**config.mk**
```make
export PLATFORM = sky130hd
export DESIGN_NAME = pid_controller_inverted_output
export DESIGN_NICKNAME = d
export VERILOG_FILES = /design/src/hw/rtl/pidinv_pkg.sv /design/src/hw/rtl/pid_controller_inverted_output.sv
export SDC_FILE = /design/constraint.sdc
export NUM_CORES = 2
export LEC_CHECK = 0
export BUFFER_PORTS_ARGS = -buffer_cell sky130_fd_sc_hd__buf_2
export CAP_MARGIN = 20
export CELL_PAD_IN_SITES_DETAIL_PLACEMENT = 2
export CELL_PAD_IN_SITES_GLOBAL_PLACEMENT = 2
export CORE_MARGIN = 10
export CORE_UTILIZATION = 45
export DETAILED_ROUTE_END_ITERATION = 6
export PLACE_DENSITY = 0.95
export SLEW_MARGIN = 20
export SYNTH_ARGS = -nofsm -noshare
export SYNTH_HDL_FRONTEND = slang
export SYNTH_SLANG_ARGS = --single-unit
```
**constraint.sdc**
```tcl
create_clock -name i_clk -period 48.4 [get_ports i_clk]
set_clock_uncertainty 0.05 [all_clocks]
set_input_delay 2.42 -clock i_clk [delete_from_list [all_inputs] [get_ports i_clk]]
set_output_delay 2.42 -clock i_clk [all_outputs]
set_load 0.01 [all_outputs]
```
**src/hw/rtl/pidinv_pkg.sv**
```systemverilog
// ----------------------------------------------------------------------------
// pidinv_pkg
// constants, register indexes and the clamp helper for the inverted-drive pid
// ----------------------------------------------------------------------------
package pidinv_pkg;

    localparam int FRAC_BITS = 8;
    localparam int DATA_W    = 16;
    localparam int GAIN_W    = 16;
    localparam int SGAIN_W   = GAIN_W + 1;           // gain with sign applied
    localparam int DIFF_W    = DATA_W + 1;           // error and input delta
    localparam int PROD_W    = SGAIN_W + DIFF_W;     // one gain product
    localparam int INT_W     = DATA_W + FRAC_BITS + 1;
    localparam int SUM_W     = PROD_W + 2;           // p + i - d, no overflow
    localparam int DRIVE_W   = DATA_W + 1;
    localparam int CFG_IDX_W = 3;
    localparam int IN_TDATA_W  = 16;
    localparam int OUT_TDATA_W = 24;

    typedef enum logic [CFG_IDX_W-1:0] {
        REG_SETPOINT  = 3'd0,
        REG_GAIN_P    = 3'd1,
        REG_GAIN_I    = 3'd2,
        REG_GAIN_D    = 3'd3,
        REG_OUT_MIN   = 3'd4,
        REG_OUT_MAX   = 3'd5,
        REG_REVERSE   = 3'd6,
        REG_AUTO_MODE = 3'd7
    } t_reg_idx;

    // upper limit is tested first, so inverted limits behave as specified
    function automatic logic signed [SUM_W-1:0] clamp_sum(
        input logic signed [SUM_W-1:0] v,
        input logic signed [SUM_W-1:0] lo,
        input logic signed [SUM_W-1:0] hi
    );
        logic signed [SUM_W-1:0] res;
        if (v > hi) begin
            res = hi;
        end else if (v < lo) begin
            res = lo;
        end else begin
            res = v;
        end
        return res;
    endfunction

endpackage

```
**src/hw/rtl/pid_controller_inverted_output.sv**
```systemverilog
// ----------------------------------------------------------------------------
// pid_controller_inverted_output
// pid with derivative on measurement, clamped integral and inverted drive
// ----------------------------------------------------------------------------
// an input register and a result register lie between input beat and output
// beat; throughput: one beat per cycle while the output is not stalled, with
// the integral state updated in the result stage.
// reset (synchronous, active low) clears all registers and state to zero.
module pid_controller_inverted_output
    import pidinv_pkg::*;
(
    input  logic                   i_clk,
    input  logic                   i_rst_n,
    input  logic                   i_cfg_we,
    input  logic [CFG_IDX_W-1:0]   i_cfg_idx,
    input  logic [DATA_W-1:0]      i_cfg_wdata,
    input  logic                   i_s_tvalid,
    output logic                   o_s_tready,
    input  logic [IN_TDATA_W-1:0]  i_s_tdata,    // [15:0] measurement
    output logic                   o_m_tvalid,
    input  logic                   i_m_tready,
    output logic [OUT_TDATA_W-1:0] o_m_tdata     // [16:0] drive, [23:17] zero
);

    // configuration
    logic signed [DATA_W-1:0] r_setpoint;
    logic [GAIN_W-1:0]        r_gain_p;
    logic [GAIN_W-1:0]        r_gain_i;
    logic [GAIN_W-1:0]        r_gain_d;
    logic signed [DATA_W-1:0] r_out_min;
    logic signed [DATA_W-1:0] r_out_max;
    logic                     r_reverse;
    logic                     r_auto_mode;

    // controller state
    logic signed [DATA_W-1:0] r_latest;
    logic signed [INT_W-1:0]  r_integral;
    logic signed [DATA_W-1:0] r_last_output;
    logic                     r_was_auto;

    // pipeline
    logic                     r_in_valid;
    logic signed [DATA_W-1:0] r_in_meas;
    logic                     r_out_valid;
    logic signed [DRIVE_W-1:0] r_drive;

    logic advance;
    logic fire;

    assign advance    = !r_out_valid || i_m_tready;
    assign fire       = r_in_valid && advance;
    assign o_s_tready = !r_in_valid || advance;
    assign o_m_tvalid = r_out_valid;
    assign o_m_tdata  = {{(OUT_TDATA_W - DRIVE_W){1'b0}}, r_drive};

    // ---------------------------------------------------------------- datapath
    logic signed [SGAIN_W-1:0] kp, ki, kd;
    logic signed [DIFF_W-1:0]  err, d_in;
    logic signed [PROD_W-1:0]  prod_p, prod_i, prod_d;
    logic signed [SUM_W-1:0]   lo_s, hi_s, lo_o, hi_o;
    logic signed [SUM_W-1:0]   int_base, int_new, raw, quot, out_s;
    logic signed [DATA_W-1:0]  n_last_output;
    logic signed [INT_W-1:0]   n_integral;
    logic signed [DRIVE_W-1:0] n_drive;

    always_comb begin
        kp = r_reverse ? -$signed({1'b0, r_gain_p}) : $signed({1'b0, r_gain_p});
        ki = r_reverse ? -$signed({1'b0, r_gain_i}) : $signed({1'b0, r_gain_i});
        kd = r_reverse ? -$signed({1'b0, r_gain_d}) : $signed({1'b0, r_gain_d});

        err  = DIFF_W'(r_setpoint) - DIFF_W'(r_in_meas);
        // previous sample always equals the last recorded measurement
        d_in = DIFF_W'(r_in_meas) - DIFF_W'(r_latest);

        prod_p = kp * err;
        prod_i = ki * err;
        prod_d = kd * d_in;

        lo_o = SUM_W'(r_out_min);
        hi_o = SUM_W'(r_out_max);
        lo_s = lo_o <<< FRAC_BITS;
        hi_s = hi_o <<< FRAC_BITS;

        // reseed the integral from the last output on entry into auto
        if (r_was_auto) begin
            int_base = SUM_W'(r_integral);
        end else begin
            int_base = clamp_sum(SUM_W'(r_last_output) <<< FRAC_BITS, lo_s, hi_s);
        end
        int_new = clamp_sum(int_base + SUM_W'(prod_i), lo_s, hi_s);

        raw = SUM_W'(prod_p) + int_new - SUM_W'(prod_d);
        // truncate toward zero
        if (raw < 0) begin
            quot = (raw + SUM_W'((1 << FRAC_BITS) - 1)) >>> FRAC_BITS;
        end else begin
            quot = raw >>> FRAC_BITS;
        end
        out_s = clamp_sum(quot, lo_o, hi_o);

        n_integral    = int_new[INT_W-1:0];
        n_last_output = out_s[DATA_W-1:0];
        if (r_auto_mode) begin
            n_drive = DRIVE_W'(r_out_max) - DRIVE_W'(n_last_output);
        end else begin
            n_drive = DRIVE_W'(r_out_min);
        end
    end

    // limits after a write, used to pull the stored state inside them
    logic signed [DATA_W-1:0] n_out_min, n_out_max;
    logic signed [SUM_W-1:0]  cl_lo, cl_hi, cl_int, cl_last;
    logic                     lim_write;

    always_comb begin
        n_out_min = r_out_min;
        n_out_max = r_out_max;
        lim_write = 1'b0;
        if (i_cfg_we) begin
            case (t_reg_idx'(i_cfg_idx))
                REG_OUT_MIN: begin
                    n_out_min = $signed(i_cfg_wdata);
                    lim_write = 1'b1;
                end
                REG_OUT_MAX: begin
                    n_out_max = $signed(i_cfg_wdata);
                    lim_write = 1'b1;
                end
                default: begin
                    lim_write = 1'b0;
                end
            endcase
        end
        cl_lo   = SUM_W'(n_out_min);
        cl_hi   = SUM_W'(n_out_max);
        cl_int  = clamp_sum(SUM_W'(r_integral), cl_lo <<< FRAC_BITS,
                            cl_hi <<< FRAC_BITS);
        cl_last = clamp_sum(SUM_W'(r_last_output), cl_lo, cl_hi);
    end

    // ---------------------------------------------------------------- registers
    always_ff @(posedge i_clk) begin
        if (!i_rst_n) begin
            r_setpoint    <= '0;
            r_gain_p      <= '0;
            r_gain_i      <= '0;
            r_gain_d      <= '0;
            r_out_min     <= '0;
            r_out_max     <= '0;
            r_reverse     <= 1'b0;
            r_auto_mode   <= 1'b0;
            r_latest      <= '0;
            r_integral    <= '0;
            r_last_output <= '0;
            r_was_auto    <= 1'b0;
            r_in_valid    <= 1'b0;
            r_in_meas     <= '0;
            r_out_valid   <= 1'b0;
            r_drive       <= '0;
        end else begin
            if (i_cfg_we) begin
                case (t_reg_idx'(i_cfg_idx))
                    REG_SETPOINT:  r_setpoint  <= $signed(i_cfg_wdata);
                    REG_GAIN_P:    r_gain_p    <= i_cfg_wdata;
                    REG_GAIN_I:    r_gain_i    <= i_cfg_wdata;
                    REG_GAIN_D:    r_gain_d    <= i_cfg_wdata;
                    REG_OUT_MIN:   r_out_min   <= $signed(i_cfg_wdata);
                    REG_OUT_MAX:   r_out_max   <= $signed(i_cfg_wdata);
                    REG_REVERSE:   r_reverse   <= i_cfg_wdata[0];
                    REG_AUTO_MODE: r_auto_mode <= i_cfg_wdata[0];
                    default: begin
                    end
                endcase
            end

            if (o_s_tready) begin
                r_in_valid <= i_s_tvalid;
                if (i_s_tvalid) begin
                    r_in_meas <= $signed(i_s_tdata[DATA_W-1:0]);
                end
            end

            if (advance) begin
                r_out_valid <= r_in_valid;
            end

            if (fire) begin
                r_drive  <= n_drive;
                r_latest <= r_in_meas;
                if (r_auto_mode) begin
                    r_integral    <= n_integral;
                    r_last_output <= n_last_output;
                    r_was_auto    <= 1'b1;
                end else begin
                    r_was_auto    <= 1'b0;
                end
            end else if (lim_write) begin
                r_integral    <= cl_int[INT_W-1:0];
                r_last_output <= cl_last[DATA_W-1:0];
            end
        end
    end

endmodule

```
==> impl_metrics.py, run 1 <==
metrics = {
    "yosys": {
        "synth_seq_cells": 191,
        "ys.warnings.count": 0,
        "postSynth.topFlopCell": "dfxtp_1",
        "synth_xor_xnor_area_share": 0.0397,
        "synthDominantAreaCellType": "fa_1",
        "seq_area_frac_synth": 0.0725,
        "synth_top_family_by_area": "adder cells",
        "syn_area_sq_mm": 0.0528,
        "synth_common_cells": "1240 x inv_1, 1060 x fa_1, 792 x nand2_1",
        "synth_area_per_cell_sq_um": 8.59,
        "yosys.area_share.simple": 0.145,
        "synth_top_cells_by_area": "fa_1 40%, ha_1 12%, inv_1 8.8%",
        "synth_enable_flop_cells": 0,
        "synth-async-reset-ratio": 0,
        "synth_compound_area_frac": 0.0965,
        "synth_top_area_frac": 0.402,
        "muxShareOfSynthArea": 0.0167,
        "post_synth_num_cell_types": 84,
        "post-synth-top-count-cell": "inv_1",
        "yosys.area_share.adder": 0.524,
        "postSynthCellCount": 6144,
    },
    "run_status": {
        "stop_error": "[ERROR GRT-0232] Routing congestion too high. Check the congestion heatmap in the GUI.",
        "status": "aborted with a tool error",
        "outcome.stop_stage": "global routing (5_1_grt)",
    },
    "clock_tree": {
        "root_buffer_cell": "clkbuf_16",
        "htree_levels": 4,
        "postCtsHoldBufs": 0,
        "postCtsResizedCells": 0,
        "cts_setup_buffers": 0,
        "cts-buffers-inserted": 17,
        "cts-root-to-sink-buffers": 2,
        "tritoncts_num_sinks": 191,
    },
    "floorplan": {
        "start_util": 0.454,
        "width_of_the_die_microns": 362,
        "floorplan.io_pins": 66,
        "floorplan.die.height_microns": 362,
        "core.rowCount": 125,
    },
    "placed_design": {
        "port-buffer-count": 58,
        "gpl.final_weighted_congestion": 0.992,
        "dpl.hpwl_mm": 237,
    },
    "grt": {
        "initial_antenna_violation_count": 58,
        "global_route.overflow_total": 81,
        "globalRouteTotalUtil": 0.703,
        "largest_net_degree_at_the_start_of_global_routing": 98,
    },
}
==> cells by family after synthesis <==
family | after synthesis
fa+ha+maj | 1574
mux | 86
xor+xnor | 239
other cells | 1
compound gates | 807
flops | 191
buf+inv | 1470
simple gates | 1776
==> per-stage QoR <==
stage | hold slack, ns | setup slack [ns] | util | area, sq um | cells
2_1_floorplan | 0.386 | 21.66 | - | 52800 | 6150
4_1_cts | 0.420 | 15.88 | 0.482 | 56000 | 7652
3_3_place_gp | 0.388 | 18.81 | 0.476 | 55400 | 7620
3_5_place_dp | 0.401 | 16.63 | 0.476 | 55400 | 7620
==> per-layer routing <==
metal	global-route usage	overflow
met5	0.444	1
met4	0.704	41
met3	0.611	2
met2	0.834	33
met1	0.674	4
==> run 2, diff against run 1 <==
Settings changed: CELL_PAD_IN_SITES_DETAIL_PLACEMENT 2 to default, CELL_PAD_IN_SITES_GLOBAL_PLACEMENT 2 to default, CORE_UTILIZATION 45 to 40, PLACE_DENSITY 0.95 to default, PLACE_DENSITY_LB_ADDON from default to 0.15.
==> impl_metrics.py, run 2 <==
metrics = {
    "yosys": {
        "postSynthCellCount": 6144,
        "syn_area_sq_mm": 0.0528,
        "ys.warnings.count": 0,
        "synth_common_cells": "1240 x inv_1, 1060 x fa_1, 792 x nand2_1",
        "postSynth.topFlopCell": "dfxtp_1",
        "synthDominantAreaCellType": "fa_1",
        "synth_seq_cells": 191,
        "synth_top_area_frac": 0.402,
        "synth-async-reset-ratio": 0,
        "synth_area_per_cell_sq_um": 8.59,
        "synth_top_cells_by_area": "fa_1 40%, ha_1 12%, inv_1 8.8%",
        "synth_enable_flop_cells": 0,
        "post-synth-top-count-cell": "inv_1",
        "seq_area_frac_synth": 0.0725,
        "post_synth_num_cell_types": 84,
    },
    "critical_path": {
        "r2r_cells": 114,
        "worst_setup_path_start_kind": "flip-flop",
        "setup.worst_path.start": "r_out_min[2]",
        "critPathCaptureType": "flip-flop",
        "timing.critical_path.slowest_cell_delay_ns": 0.89,
        "critical-path-slowest-cell": "and2_1",
        "worstSetupEndpoint": "r_drive[11]",
        "path_class": "flip-flop to flip-flop",
        "timing.rr.start": "r_out_min[2]",
        "critPathMaxFanout": 34,
        "cp_data_arrival_time_ns": 31.12,
        "cp.required_ns": 48.82,
        "cpMostUsedCell": "fa_1",
        "regToRegEndpoint": "r_drive[11]",
        "r2r_slack_ns": 17.71,
    },
    "placed_design": {
        "port-buffer-count": 58,
        "dpl.hpwl_mm": 158,
        "gpl.final_weighted_congestion": 0.967,
    },
    "floorplan": {
        "start_util": 0.402,
        "floorplan.die.height_microns": 383,
        "fp.coreArea_sq_mm": 0.131,
        "width_of_the_die_microns": 383,
        "floorplan.io_pins": 66,
        "die_area_sq_mm": 0.147,
        "core.rowCount": 133,
    },
    "routing": {
        "drt.antenna.violating_nets": 0,
        "remaining_drc_errors": 0,
        "drt_iter0_drc": 3490,
        "drt_pass1_iterations": 5,
        "drt-total-wl_mm": 189,
        "vias_per_cell": 5.36,
        "drt_wl_cell_microns": 24.0,
        "detailroute.via_count": 42200,
    },
    "grt": {
        "grt_util_met2": 0.423,
        "grtUsageMet3": 0.0336,
        "initial_antenna_violation_count": 15,
        "globalRouteTotalUtil": 0.259,
        "global_route.overflow_total": 0,
        "first_global_vias": 44000,
        "use_met1": 0.351,
        "grt_first_pass_wirelength_mm": 285,
        "largest_net_degree_at_the_start_of_global_routing": 115,
        "gr-max-usage-layer": "met2",
    },
    "clock_tree": {
        "root_buffer_cell": "clkbuf_16",
        "cts.reportedPaths.clkPinSlew_ns": 0.10,
        "cts-buffers-inserted": 17,
        "worstSkewPairLatency_ns": 0.54,
        "cts-root-to-sink-buffers": 2,
        "htree_levels": 4,
        "tritoncts": "yes",
        "tritoncts_num_sinks": 191,
        "postCtsResizedCells": 0,
        "postCtsHoldBufs": 0,
        "cts_setup_buffers": 0,
    },
    "cells_and_area": {
        "layout.cells.most_common_list": "1240 x inv_1, 1060 x fa_1, 792 x nand2_1, 565 x nor2_1, 514 x ha_1",
        "final_common_cell": "inv_1",
        "layout-drive-gt1-share": 0.0490,
        "largest_reg_flops": 25,
        "largest_registers": "r_integral: 25 flops, r_drive: 17 flops",
        "num-nets-final": 7727,
        "largest_register": "r_integral",
        "flow.area_growth_from_synthesis_pct": 6.82,
    },
    "min_path": {
        "hold_class": "flip-flop to flip-flop",
        "holdCritStartpoint": "r_latest[1]",
    },
    "sta": {
        "finalSetupTns_ns": 0,
        "final_worst_path_period_share": 0.634,
        "timing.final.setup_violations": 0,
        "setup_repair_after_global_routing_missed_its_margin": "no",
        "tightest_slew_ns": 1.19,
        "fmax_mhz": 32.6,
        "hold_viol": 0,
        "max-slew-margin-rel": 0.204,
        "final.min_clock_period_ns": 30.69,
        "slew_violations": 0,
    },
    "job": {
        "cap_violations": 0,
    },
    "run_status": {
        "status": "complete, no violations",
    },
}
[run 2: logic make-up (layout without fill, tap and decap cells)]
logic type	Yosys count	count (layout)	synth area share
adder cells (fa/ha/maj)	1574	1574	0.524
AO/OA/AOI/OAI	807	807	0.0965
AND/OR/NAND/NOR	1776	1776	0.145
other	1	9	0.0000711
multiplexers	86	86	0.0167
XOR/XNOR	239	239	0.0397
buffers and inverters	1470	1446	0.105
flip-flops	191	191	0.0725
[run 2: worst max-delay path, delay by kind of cell (launching register included)]
family | cells | cell delay (ns)
AO/OA/AOI/OAI | 47 | 10.52
AND/OR/NAND/NOR | 32 | 7.36
adder cells (fa/ha/maj) | 20 | 9.07
buffers and inverters | 8 | 0.88
flip-flops | 1 | 0.53
multiplexers | 3 | 0.90
XOR/XNOR | 4 | 1.27
[run 2: stage by stage]
stage	instances	worst slack, ns	util	hold slack, ns	instance area [sq um]
after global routing	7881	16.01	0.429	0.424	56400
after detailed placement	7849	18.15	0.424	0.397	55700
after floorplan	6150	21.66	-	0.386	52800
after global placement	7849	18.19	0.424	0.392	55700
final	7883	17.71	0.429	0.408	56400
after CTS	7881	18.04	0.429	0.409	56400
[run 2: how the worst min path moves through the flow]
stage	slack, ns	to	cells after the start
3_3_place_gp	0.39	r_latest[13]	2
4_1_cts	0.41	r_setpoint[0]	2
2_1_floorplan	0.39	r_latest[10]	2
6_report	0.41	r_latest[1]	2
3_5_place_dp	0.40	r_latest[1]	2
5_1_grt	0.42	r_latest[1]	2
[run 2: area by class of cell]
cell class,instances,area [sq um]
antenna,2,5.00
clock buffer,17,425
clock inverter,15,198
fill,13300,74900
inverter,1242,4670
multi-input combinational,4489,43900
sequential,191,3820
tap,1755,2200
timing repair buffer,172,1150
[run 2: metal layers]
metal / wire, microns / part of all wire / up-vias
met5: 48 / 0.00025 / -
met4: 7050 / 0.037 / 8
met3: 11700 / 0.062 / 283
met2: 88100 / 0.47 / 1390
met1: 82400 / 0.44 / 21600
li1: - / - / 19000
Power of run 2 is not shown: default switching activity piles up to over one toggle a cycle in this logic, so the estimate is an artifact.
